### src/hdl/cfa_pkg.sv
`default_nettype none
package cfa_pkg;

    // store geometry
    localparam int MEM_CELLS = 64;
    localparam int IDX_W     = $clog2(MEM_CELLS);
    localparam int CNT_W     = $clog2(MEM_CELLS + 1);
    // width for size/position compares: wide enough for cell counts and 7-bit sizes
    localparam int SW        = ((CNT_W > 7) ? CNT_W : 7) + 1;

    // word field widths
    localparam int ACT_W     = 2;
    localparam int POL_W     = 2;
    localparam int TAG_W     = 7;
    localparam int POS_W     = 6;
    localparam int STAT_W    = 2;
    localparam int GRANT_W   = 6;

    // actions
    localparam logic [ACT_W-1:0] ACT_FIT   = 2'd0;
    localparam logic [ACT_W-1:0] ACT_PLACE = 2'd1;
    localparam logic [ACT_W-1:0] ACT_READ  = 2'd2;

    // fit policies
    localparam logic [POL_W-1:0] POL_FIRST = 2'd0;
    localparam logic [POL_W-1:0] POL_BEST  = 2'd1;
    localparam logic [POL_W-1:0] POL_WORST = 2'd2;

    // status codes
    localparam logic [STAT_W-1:0] ST_DONE    = 2'd0;
    localparam logic [STAT_W-1:0] ST_NOROOM  = 2'd1;
    localparam logic [STAT_W-1:0] ST_BADSIZE = 2'd2;

    // sequencer -> ring control
    typedef struct packed {
        logic             shift;
        logic             wr;
        logic [TAG_W-1:0] wtag;
    } ring_ctl_t;

    // result word
    typedef struct packed {
        logic [STAT_W-1:0]  status;
        logic [GRANT_W-1:0] grant;
        logic [TAG_W-1:0]   owner;
    } res_t;

endpackage
`default_nettype wire

### src/hdl/cfa_cell.sv
`default_nettype none
module cfa_cell
(
    input  wire logic                      clk,
    input  wire logic                      rst_n,
    input  wire logic                      shift,
    input  wire logic [cfa_pkg::TAG_W-1:0] tag_in,
    output logic      [cfa_pkg::TAG_W-1:0] tag_out
);

    logic [cfa_pkg::TAG_W-1:0] tag_reg;

    // one owner tag; moves one place towards the head on each shift
    always_ff @(posedge clk or negedge rst_n)
    begin
        if (!rst_n)
        begin
            tag_reg <= '0;
        end
        else if (shift)
        begin
            tag_reg <= tag_in;
        end
    end

    assign tag_out = tag_reg;

endmodule
`default_nettype wire

### src/hdl/cfa_ctrl.sv
`default_nettype none
module cfa_ctrl
(
    input  wire logic                        clk,
    input  wire logic                        rst_n,
    input  wire logic                        in_valid,
    output logic                             in_ready,
    input  wire logic [cfa_pkg::ACT_W-1:0]   action,
    input  wire logic [cfa_pkg::POL_W-1:0]   fit_policy,
    input  wire logic [cfa_pkg::TAG_W-1:0]   request_size,
    input  wire logic [cfa_pkg::POS_W-1:0]   place_start,
    input  wire logic [cfa_pkg::TAG_W-1:0]   head_tag,
    output cfa_pkg::ring_ctl_t               ring_ctl,
    output logic                             res_valid,
    input  wire logic                        res_take,
    output cfa_pkg::res_t                    res
);

    localparam int N     = cfa_pkg::MEM_CELLS;
    localparam int IDX_W = cfa_pkg::IDX_W;
    localparam int CNT_W = cfa_pkg::CNT_W;
    localparam int SW    = cfa_pkg::SW;
    localparam logic [IDX_W-1:0] LAST = IDX_W'(N - 1);
    localparam logic [SW-1:0]    N_SW = SW'(N);

    localparam logic [1:0] S_IDLE  = 2'd0;
    localparam logic [1:0] S_SCAN  = 2'd1;
    localparam logic [1:0] S_WRITE = 2'd2;
    localparam logic [1:0] S_DONE  = 2'd3;

    logic [1:0]                  state_reg,      state_next;
    logic [IDX_W-1:0]            idx_reg,        idx_next;
    logic [cfa_pkg::ACT_W-1:0]   action_reg,     action_next;
    logic [cfa_pkg::POL_W-1:0]   policy_reg,     policy_next;
    logic [cfa_pkg::TAG_W-1:0]   size_reg,       size_next;
    logic [cfa_pkg::POS_W-1:0]   pos_reg,        pos_next;
    logic [CNT_W-1:0]            run_len_reg,    run_len_next;
    logic [IDX_W-1:0]            run_start_reg,  run_start_next;
    logic                        found_reg,      found_next;
    logic [CNT_W-1:0]            best_len_reg,   best_len_next;
    logic [IDX_W-1:0]            best_start_reg, best_start_next;
    logic                        busy_reg,       busy_next;
    logic [IDX_W-1:0]            wstart_reg,     wstart_next;
    cfa_pkg::res_t               res_reg,        res_next;

    logic [SW-1:0]    idx_sw, need_sw, pos_sw, ws_sw;
    logic             h_free, hole_end, fits, better, take, in_range;
    logic [CNT_W-1:0] cur_len;
    logic [IDX_W-1:0] cur_start, pick_start;

    always_ff @(posedge clk or negedge rst_n)
    begin
        if (!rst_n)
        begin
            state_reg <= S_IDLE;
        end
        else
        begin
            state_reg <= state_next;
        end
    end

    always_ff @(posedge clk)
    begin
        idx_reg        <= idx_next;
        action_reg     <= action_next;
        policy_reg     <= policy_next;
        size_reg       <= size_next;
        pos_reg        <= pos_next;
        run_len_reg    <= run_len_next;
        run_start_reg  <= run_start_next;
        found_reg      <= found_next;
        best_len_reg   <= best_len_next;
        best_start_reg <= best_start_next;
        busy_reg       <= busy_next;
        wstart_reg     <= wstart_next;
        res_reg        <= res_next;
    end

    // hole tracking on the tag passing the head
    always_comb
    begin
        idx_sw    = SW'(idx_reg);
        need_sw   = SW'(size_reg);
        pos_sw    = SW'(pos_reg);
        ws_sw     = SW'(wstart_reg);
        h_free    = (head_tag == '0);
        cur_len   = h_free ? (run_len_reg + 1'b1) : run_len_reg;
        cur_start = (run_len_reg == '0) ? idx_reg : run_start_reg;
        hole_end  = h_free ? (idx_reg == LAST) : (run_len_reg != '0);
        fits      = (SW'(cur_len) >= need_sw);
        unique case (policy_reg)
            cfa_pkg::POL_FIRST: better = !found_reg;
            cfa_pkg::POL_BEST:  better = !found_reg || (cur_len < best_len_reg);
            cfa_pkg::POL_WORST: better = !found_reg || (cur_len > best_len_reg);
            default:            better = 1'b0;
        endcase
        take       = (action_reg == cfa_pkg::ACT_FIT) && hole_end && fits && better;
        pick_start = take ? cur_start : best_start_reg;
        in_range   = (idx_sw >= pos_sw) && (idx_sw < pos_sw + need_sw);
    end

    always_comb
    begin
        state_next      = state_reg;
        idx_next        = idx_reg;
        action_next     = action_reg;
        policy_next     = policy_reg;
        size_next       = size_reg;
        pos_next        = pos_reg;
        run_len_next    = run_len_reg;
        run_start_next  = run_start_reg;
        found_next      = found_reg;
        best_len_next   = best_len_reg;
        best_start_next = best_start_reg;
        busy_next       = busy_reg;
        wstart_next     = wstart_reg;
        res_next        = res_reg;
        ring_ctl.shift  = 1'b0;
        ring_ctl.wr     = 1'b0;
        ring_ctl.wtag   = size_reg;
        res_valid       = 1'b0;
        in_ready        = (state_reg == S_IDLE);

        unique case (state_reg)
            S_IDLE:
            begin
                if (in_valid)
                begin
                    action_next   = action;
                    policy_next   = fit_policy;
                    size_next     = request_size;
                    pos_next      = place_start;
                    idx_next      = '0;
                    run_len_next  = '0;
                    found_next    = 1'b0;
                    best_len_next = '0;
                    busy_next     = 1'b0;
                    res_next      = '0;
                    state_next    = S_DONE;
                    if ((action == cfa_pkg::ACT_FIT) || (action == cfa_pkg::ACT_PLACE))
                    begin
                        priority if ((request_size == '0) || (SW'(request_size) > N_SW))
                        begin
                            res_next.status = cfa_pkg::ST_BADSIZE;
                        end
                        else if ((action == cfa_pkg::ACT_PLACE) &&
                                 (SW'(place_start) + SW'(request_size) > N_SW))
                        begin
                            res_next.status = cfa_pkg::ST_NOROOM;
                        end
                        else
                        begin
                            state_next = S_SCAN;
                        end
                    end
                    else if (action == cfa_pkg::ACT_READ)
                    begin
                        if (SW'(place_start) >= N_SW)
                        begin
                            res_next.status = cfa_pkg::ST_NOROOM;
                        end
                        else
                        begin
                            state_next = S_SCAN;
                        end
                    end
                end
            end

            S_SCAN:
            begin
                ring_ctl.shift = 1'b1;
                idx_next       = idx_reg + 1'b1;
                run_len_next   = h_free ? cur_len : '0;
                run_start_next = cur_start;
                if (take)
                begin
                    found_next      = 1'b1;
                    best_len_next   = cur_len;
                    best_start_next = cur_start;
                end
                if (in_range && !h_free)
                begin
                    busy_next = 1'b1;
                end
                if ((action_reg == cfa_pkg::ACT_READ) && (idx_sw == pos_sw))
                begin
                    res_next.owner = head_tag;
                end
                if (idx_reg == LAST)
                begin
                    idx_next   = '0;
                    state_next = S_DONE;
                    if (action_reg == cfa_pkg::ACT_FIT)
                    begin
                        if (found_reg || take)
                        begin
                            wstart_next   = pick_start;
                            res_next.grant = cfa_pkg::GRANT_W'(SW'(pick_start));
                            state_next    = S_WRITE;
                        end
                        else
                        begin
                            res_next.status = cfa_pkg::ST_NOROOM;
                        end
                    end
                    else if (action_reg == cfa_pkg::ACT_PLACE)
                    begin
                        if (!(busy_reg || (in_range && !h_free)))
                        begin
                            wstart_next    = IDX_W'(pos_sw);
                            res_next.grant = pos_reg;
                            state_next     = S_WRITE;
                        end
                        else
                        begin
                            res_next.status = cfa_pkg::ST_NOROOM;
                        end
                    end
                end
            end

            S_WRITE:
            begin
                ring_ctl.shift = 1'b1;
                ring_ctl.wr    = (idx_sw >= ws_sw) && (idx_sw < ws_sw + need_sw);
                idx_next       = idx_reg + 1'b1;
                if (idx_reg == LAST)
                begin
                    idx_next   = '0;
                    state_next = S_DONE;
                end
            end

            S_DONE:
            begin
                res_valid = 1'b1;
                if (res_take)
                begin
                    state_next = S_IDLE;
                end
            end

            default:
            begin
                state_next = S_IDLE;
            end
        endcase
    end

    assign res = res_reg;

endmodule
`default_nettype wire

### src/hdl/contiguous_fit_allocator.sv
`default_nettype none
// Channel  Handshake            Word
// -------  -------------------  -------------------------------------------------
// in       in_valid/in_ready    action, fit_policy, request_size, place_start
// out      out_valid/out_ready  status, grant_start, cell_owner
//
// A word is accepted, scanned as the tag ring turns once past the head, written
// in a second turn of the ring when cells are claimed, and then handed over. A
// read or a request refused after the scan skips the write pass; a rejected
// size, a place range running off the top of the store or an unknown action
// goes straight from acceptance to hand-over.
// The single-ported head of the ring sets these passes.
// Reset clears every cell tag to free at once; no clearing pass is needed.
// A finished word sits in the output register; the next input word is accepted
// while it waits for out_ready.
module contiguous_fit_allocator
(
    input  wire logic                          clk,
    input  wire logic                          rst_n,
    input  wire logic                          in_valid,
    output logic                               in_ready,
    input  wire logic [cfa_pkg::ACT_W-1:0]     action,
    input  wire logic [cfa_pkg::POL_W-1:0]     fit_policy,
    input  wire logic [cfa_pkg::TAG_W-1:0]     request_size,
    input  wire logic [cfa_pkg::POS_W-1:0]     place_start,
    output logic                               out_valid,
    input  wire logic                          out_ready,
    output logic      [cfa_pkg::STAT_W-1:0]    status,
    output logic      [cfa_pkg::GRANT_W-1:0]   grant_start,
    output logic      [cfa_pkg::TAG_W-1:0]     cell_owner
);

    localparam int N = cfa_pkg::MEM_CELLS;

    cfa_pkg::ring_ctl_t        ring_ctl;
    cfa_pkg::res_t             res;
    logic                      res_valid;
    logic                      res_take;
    logic [cfa_pkg::TAG_W-1:0] ring_tag [N];

    logic          out_valid_reg, out_valid_next;
    cfa_pkg::res_t out_res_reg,   out_res_next;

    // Ring of tag cells. Cell 0 is the head the sequencer watches; on every
    // shift each cell takes its upper neighbour's tag and the last cell takes
    // the head's tag back, or the new owner tag during a claim. After one
    // full turn of the ring every tag is home again.
    genvar g;
    generate
        for (g = 0; g < N; g++)
        begin : g_cell
            logic [cfa_pkg::TAG_W-1:0] tag_in;
            if (g == N - 1)
            begin : g_tail
                assign tag_in = ring_ctl.wr ? ring_ctl.wtag : ring_tag[0];
            end
            else
            begin : g_mid
                assign tag_in = ring_tag[g + 1];
            end
            cfa_cell u_cell
            (
                .clk     (clk),
                .rst_n   (rst_n),
                .shift   (ring_ctl.shift),
                .tag_in  (tag_in),
                .tag_out (ring_tag[g])
            );
        end
    endgenerate

    // Scan and claim sequencer
    cfa_ctrl u_ctrl
    (
        .clk          (clk),
        .rst_n        (rst_n),
        .in_valid     (in_valid),
        .in_ready     (in_ready),
        .action       (action),
        .fit_policy   (fit_policy),
        .request_size (request_size),
        .place_start  (place_start),
        .head_tag     (ring_tag[0]),
        .ring_ctl     (ring_ctl),
        .res_valid    (res_valid),
        .res_take     (res_take),
        .res          (res)
    );

    // Output register: takes the finished word when empty or being emptied
    assign res_take = res_valid && (!out_valid_reg || out_ready);

    always_comb
    begin
        out_valid_next = out_valid_reg;
        out_res_next   = out_res_reg;
        if (res_take)
        begin
            out_valid_next = 1'b1;
            out_res_next   = res;
        end
        else if (out_ready)
        begin
            out_valid_next = 1'b0;
        end
    end

    always_ff @(posedge clk or negedge rst_n)
    begin
        if (!rst_n)
        begin
            out_valid_reg <= 1'b0;
        end
        else
        begin
            out_valid_reg <= out_valid_next;
        end
    end

    always_ff @(posedge clk)
    begin
        out_res_reg <= out_res_next;
    end

    assign out_valid   = out_valid_reg;
    assign status      = out_res_reg.status;
    assign grant_start = out_res_reg.grant;
    assign cell_owner  = out_res_reg.owner;

endmodule
`default_nettype wire
### config.mk
export PLATFORM = sky130hd
export DESIGN_NAME = contiguous_fit_allocator
export DESIGN_NICKNAME = d
export VERILOG_FILES = /design/src/hdl/cfa_pkg.sv /design/src/hdl/cfa_cell.sv /design/src/hdl/cfa_ctrl.sv /design/src/hdl/contiguous_fit_allocator.sv
export SDC_FILE = /design/constraint.sdc
export NUM_CORES = 1
export LEC_CHECK = 0
export ABC_AREA = 1
export ABC_CLOCK_PERIOD_IN_PS = 3200
export BUFFER_PORTS_ARGS = -buffer_cell sky130_fd_sc_hd__buf_4
export CORE_MARGIN = 8
export CORE_UTILIZATION = 55
export DETAILED_ROUTE_END_ITERATION = 8
export GPL_ROUTABILITY_DRIVEN = 0
export PLACE_DENSITY = 0.82
export SKIP_CTS_REPAIR_TIMING = 1
export SLEW_MARGIN = 30
export SYNTH_ARGS = -nofsm -noshare
export SYNTH_HDL_FRONTEND = slang
export SYNTH_SLANG_ARGS = --single-unit
### constraint.sdc
create_clock -name clk -period 3.2 [get_ports clk]
set_clock_uncertainty 0.05 [all_clocks]
set_input_delay 0.32 -clock clk [delete_from_list [all_inputs] [get_ports clk]]
set_output_delay 0.32 -clock clk [all_outputs]
set_load 0.02 [all_outputs]
==> flow_summary.toml <==
[placement]
dp_hpwl_um = 25700
port_buffers = 37

[global_route]
grt_antenna_before_repair = 0
grt_usage_pct = 18.3
grt_start_max_net_pins = 278
grt_first_pass_wirelength_um = 73200
grt_overflow_total = 0
grt_pass1_vias = 15200

[layout]
postLayoutCoreUtil_pct = 63.5
final-seq-area_um2 = 13900
number_of_filler_instances_in_the_final_layout = 2867
finish.net_count = 2435
drive_above_1_share_pct = 9.38
n_antenna_cell = 0
area_of_the_multi_input_gates_um2 = 6730
largest_register_ffs = 448
layout-area-overhead-vs-synth_pct = 14.2

[sta]
hold_viol = 1
layout_setup_ws_ps = -223
setup_repair_after_global_routing_missed_its_margin = "yes"
worst-slew-pin-transition_ps = 855
fmax_mhz = 292
timing.slew.headroom_pct = 43.0
final-setup-viol-count = 32
maxSlewViolCount = 0
whs_ps = -13.0
period_needed_ps = 3420
post-route-period-util_pct = 107

[synth]
predominant_post_synthesis_flop_cell = "sky130_fd_sc_hd__dfrtp_1"
post_synth_most_frequent_cells = "sky130_fd_sc_hd__nand2_1, sky130_fd_sc_hd__o21ai_0, sky130_fd_sc_hd__dfrtp_1, sky130_fd_sc_hd__inv_1, sky130_fd_sc_hd__clkbuf_1"
yosysMostFrequentCell = "sky130_fd_sc_hd__nand2_1"
post_synth_num_cell_types = 39
area_leader_netlist = "sky130_fd_sc_hd__dfrtp_1"
synth_edf_count = 87
netlist_instances = 2295
syn_area_per_cell_um2 = 9.63
share_of_the_yosys_chip_area_belonging_to_registers_pct = 62.9
synth.net_count = 2383
number_of_warnings_printed_during_yosys_synthesis = 0
synth_largest_type_area_fraction_pct = 51.0
synth_seq_cells = 538
synth_area_um2 = 22100
post_synth_main_area_contributors = "sky130_fd_sc_hd__dfrtp_1, sky130_fd_sc_hd__edfxtp_1, sky130_fd_sc_hd__o21ai_0"
fraction_of_registers_with_async_set_reset_pct = 83.8

[route]
drc_markers = 0
vias = 15500
antenna_left = 0
postRouteWirelength_um = 44700
first_pass_iters = 6
drt-initial-drc-count = 1838
avgViaCountPerCell = 5.34
avgRoutedWirePerCell_um = 15.3

[clocking]
numCtsBuffers = 50
worstSkewPairLatency_ps = 610
htreeDepth = 2
cts_sinks = 538
path_clk_slew_ps = 60
clock-root-buffer = "sky130_fd_sc_hd__clkbuf_16"
clock_tree_from_tritoncts = "built"
cts_max_path_buffers = 3

[setup_path]
regToRegSetupSlack_ps = -220
required_ps = 3450
timing.critical_path.from_type = "register"
regToRegStartpoint = "g_cell[0].u_cell.tag_out[0]"
ff2ff_path_depth = 21
critPathMaxFanout = 7
path_class = "reg -> reg"
rr_endpoint = "u_ctrl.wstart_reg[1]"
worstSetupEndpointType = "register"
critPathArrivalTime_ps = 3670

[pwr]
power_density_nw_per_um2 = 899
ir_drop_uv = 1290
static-leakage-power_uw = 0.0115

[floorplan]
die_area_um2 = 46900
chipHeight_um = 216
top_level_ports = 38
start_util_pct = 55.6
placement_rows = 73
core_area_um2 = 39700
fp.dieW_um = 216

[worst_hold_path]
timing.hold.worst.class = "in -> reg"
cell_depth_of_the_worst_hold_path = 4
whs_endpoint = "out_valid"
holdCritStartpoint = "out_ready"

[run]
drv.max_cap_violation_count = 0

[status]
failed_checks = "negative hold slack, negative setup slack"
status = "complete, but fails checks"
[worst max-delay path: stages (launching register included)]
cell	delay, ps
sky130_fd_sc_hd__dfrtp_1	410
sky130_fd_sc_hd__inv_2	90
sky130_fd_sc_hd__nand4_4	140
sky130_fd_sc_hd__nor2_8	240
sky130_fd_sc_hd__inv_6	70
sky130_fd_sc_hd__nor3_4	140
sky130_fd_sc_hd__xor2_1	230
sky130_fd_sc_hd__inv_1	110
sky130_fd_sc_hd__buf_4	160
sky130_fd_sc_hd__ha_4	260
sky130_fd_sc_hd__nand2_1	60
sky130_fd_sc_hd__nor2_1	110
sky130_fd_sc_hd__nand2_1	80
sky130_fd_sc_hd__nor3b_2	160
sky130_fd_sc_hd__nor2_2	150
sky130_fd_sc_hd__nand3_4	100
sky130_fd_sc_hd__nand2_2	90
sky130_fd_sc_hd__nand2_2	60
sky130_fd_sc_hd__nand2_1	60
sky130_fd_sc_hd__nand2_1	60
sky130_fd_sc_hd__nor2_2	130
sky130_fd_sc_hd__buf_6	160
[power by group]
part,switching [uW],internal (uW),leakage (uW)
registers,656,8420,0.00709
logic,5560,2040,0.00360
clock network,2540,3480,0.000833
total,8760,13900,0.0115
[placed cells by master (no fill, tap or decap), types with 4 or more instances in the layout]
| master | count |
|---|---|
| sky130_fd_sc_hd__nand4_1 | 11 |
| sky130_fd_sc_hd__buf_12 | 9 |
| sky130_fd_sc_hd__nand2_2 | 9 |
| sky130_fd_sc_hd__clkbuf_1 | 13 |
| sky130_fd_sc_hd__ha_1 | 59 |
| sky130_fd_sc_hd__clkbuf_16 | 50 |
| sky130_fd_sc_hd__buf_6 | 4 |
| sky130_fd_sc_hd__inv_2 | 7 |
| sky130_fd_sc_hd__o21ai_2 | 5 |
| sky130_fd_sc_hd__xnor2_1 | 6 |
| sky130_fd_sc_hd__clkinv_2 | 7 |
| sky130_fd_sc_hd__a21oi_1 | 42 |
| sky130_fd_sc_hd__ha_4 | 4 |
| sky130_fd_sc_hd__or2_2 | 8 |
| sky130_fd_sc_hd__nand2_1 | 590 |
| sky130_fd_sc_hd__buf_4 | 72 |
| sky130_fd_sc_hd__dfrtp_1 | 451 |
| sky130_fd_sc_hd__o21ai_0 | 460 |
| sky130_fd_sc_hd__xor2_1 | 14 |
| sky130_fd_sc_hd__nor2_2 | 5 |
| sky130_fd_sc_hd__dlygate4sd3_1 | 18 |
| sky130_fd_sc_hd__nor3_1 | 4 |
| sky130_fd_sc_hd__clkbuf_8 | 14 |
| sky130_fd_sc_hd__nor2_1 | 34 |
| sky130_fd_sc_hd__a21oi_2 | 4 |
| sky130_fd_sc_hd__o21ai_1 | 6 |
| sky130_fd_sc_hd__nand3_1 | 20 |
| sky130_fd_sc_hd__edfxtp_1 | 87 |
| sky130_fd_sc_hd__inv_1 | 325 |
[cells by family after synthesis]
kind of cell,share of synthesized area (%)
AOI/OAI and AO/OA,12.2
and+or+nand+nor,12.6
buffers and inverters,7.59
DFF,62.9
xor gates and xnor gates,0.872
adders and majority gates,3.89
[per-stage QoR]
step           instance area, um^2  setup WS [ps]  TNS, ps  power [uW]  std cells
2_1_floorplan                22100           24.9        0       14200       2295
3_3_place_gp                 23000           77.0        0       15800       2780
3_5_place_dp                 23000           -133    -1280       16000       2780
4_1_cts                      24700           -161    -1790       22100       2873
5_1_grt                      25200           -371    -9410       24100       2913
6_report                     25200           -223    -3710       22700       2913
[how the worst max path moves through the flow]
stage                                           start                   end  slack, ps  depth (start not counted)
after floorplan           g_cell[0].u_cell.tag_out[6]  u_ctrl.wstart_reg[0]         20                         23
after global placement          u_ctrl.run_len_reg[1]         u_ctrl.res[7]         80                         18
after detailed placement  g_cell[0].u_cell.tag_out[5]         u_ctrl.res[9]       -130                         19
after CTS                 g_cell[0].u_cell.tag_out[4]         u_ctrl.res[7]       -160                         20
after global routing      g_cell[0].u_cell.tag_out[0]  u_ctrl.wstart_reg[1]       -370                         21
final                     g_cell[0].u_cell.tag_out[0]  u_ctrl.wstart_reg[1]       -220                         21
[layer usage]
layer  part of all wire (%)  track usage (%)  vias up
met5                      0                0        -
met3                    6.1             3.45      123
met1                     42             24.8     7556
met2                     48             29.6      470
li1                       -                -     7392
met4                    3.2             6.38        0
[area by class of cell]
cell class,count,share of cell area [%]
sequential,538,55.1
clock inverter,16,0.828
clock buffer,77,5.91
timing repair buffer,105,3.92
multi-input combinational,1317,26.7
tap,525,2.60
inverter,335,5.03
(Power assumes the default switching activity.)
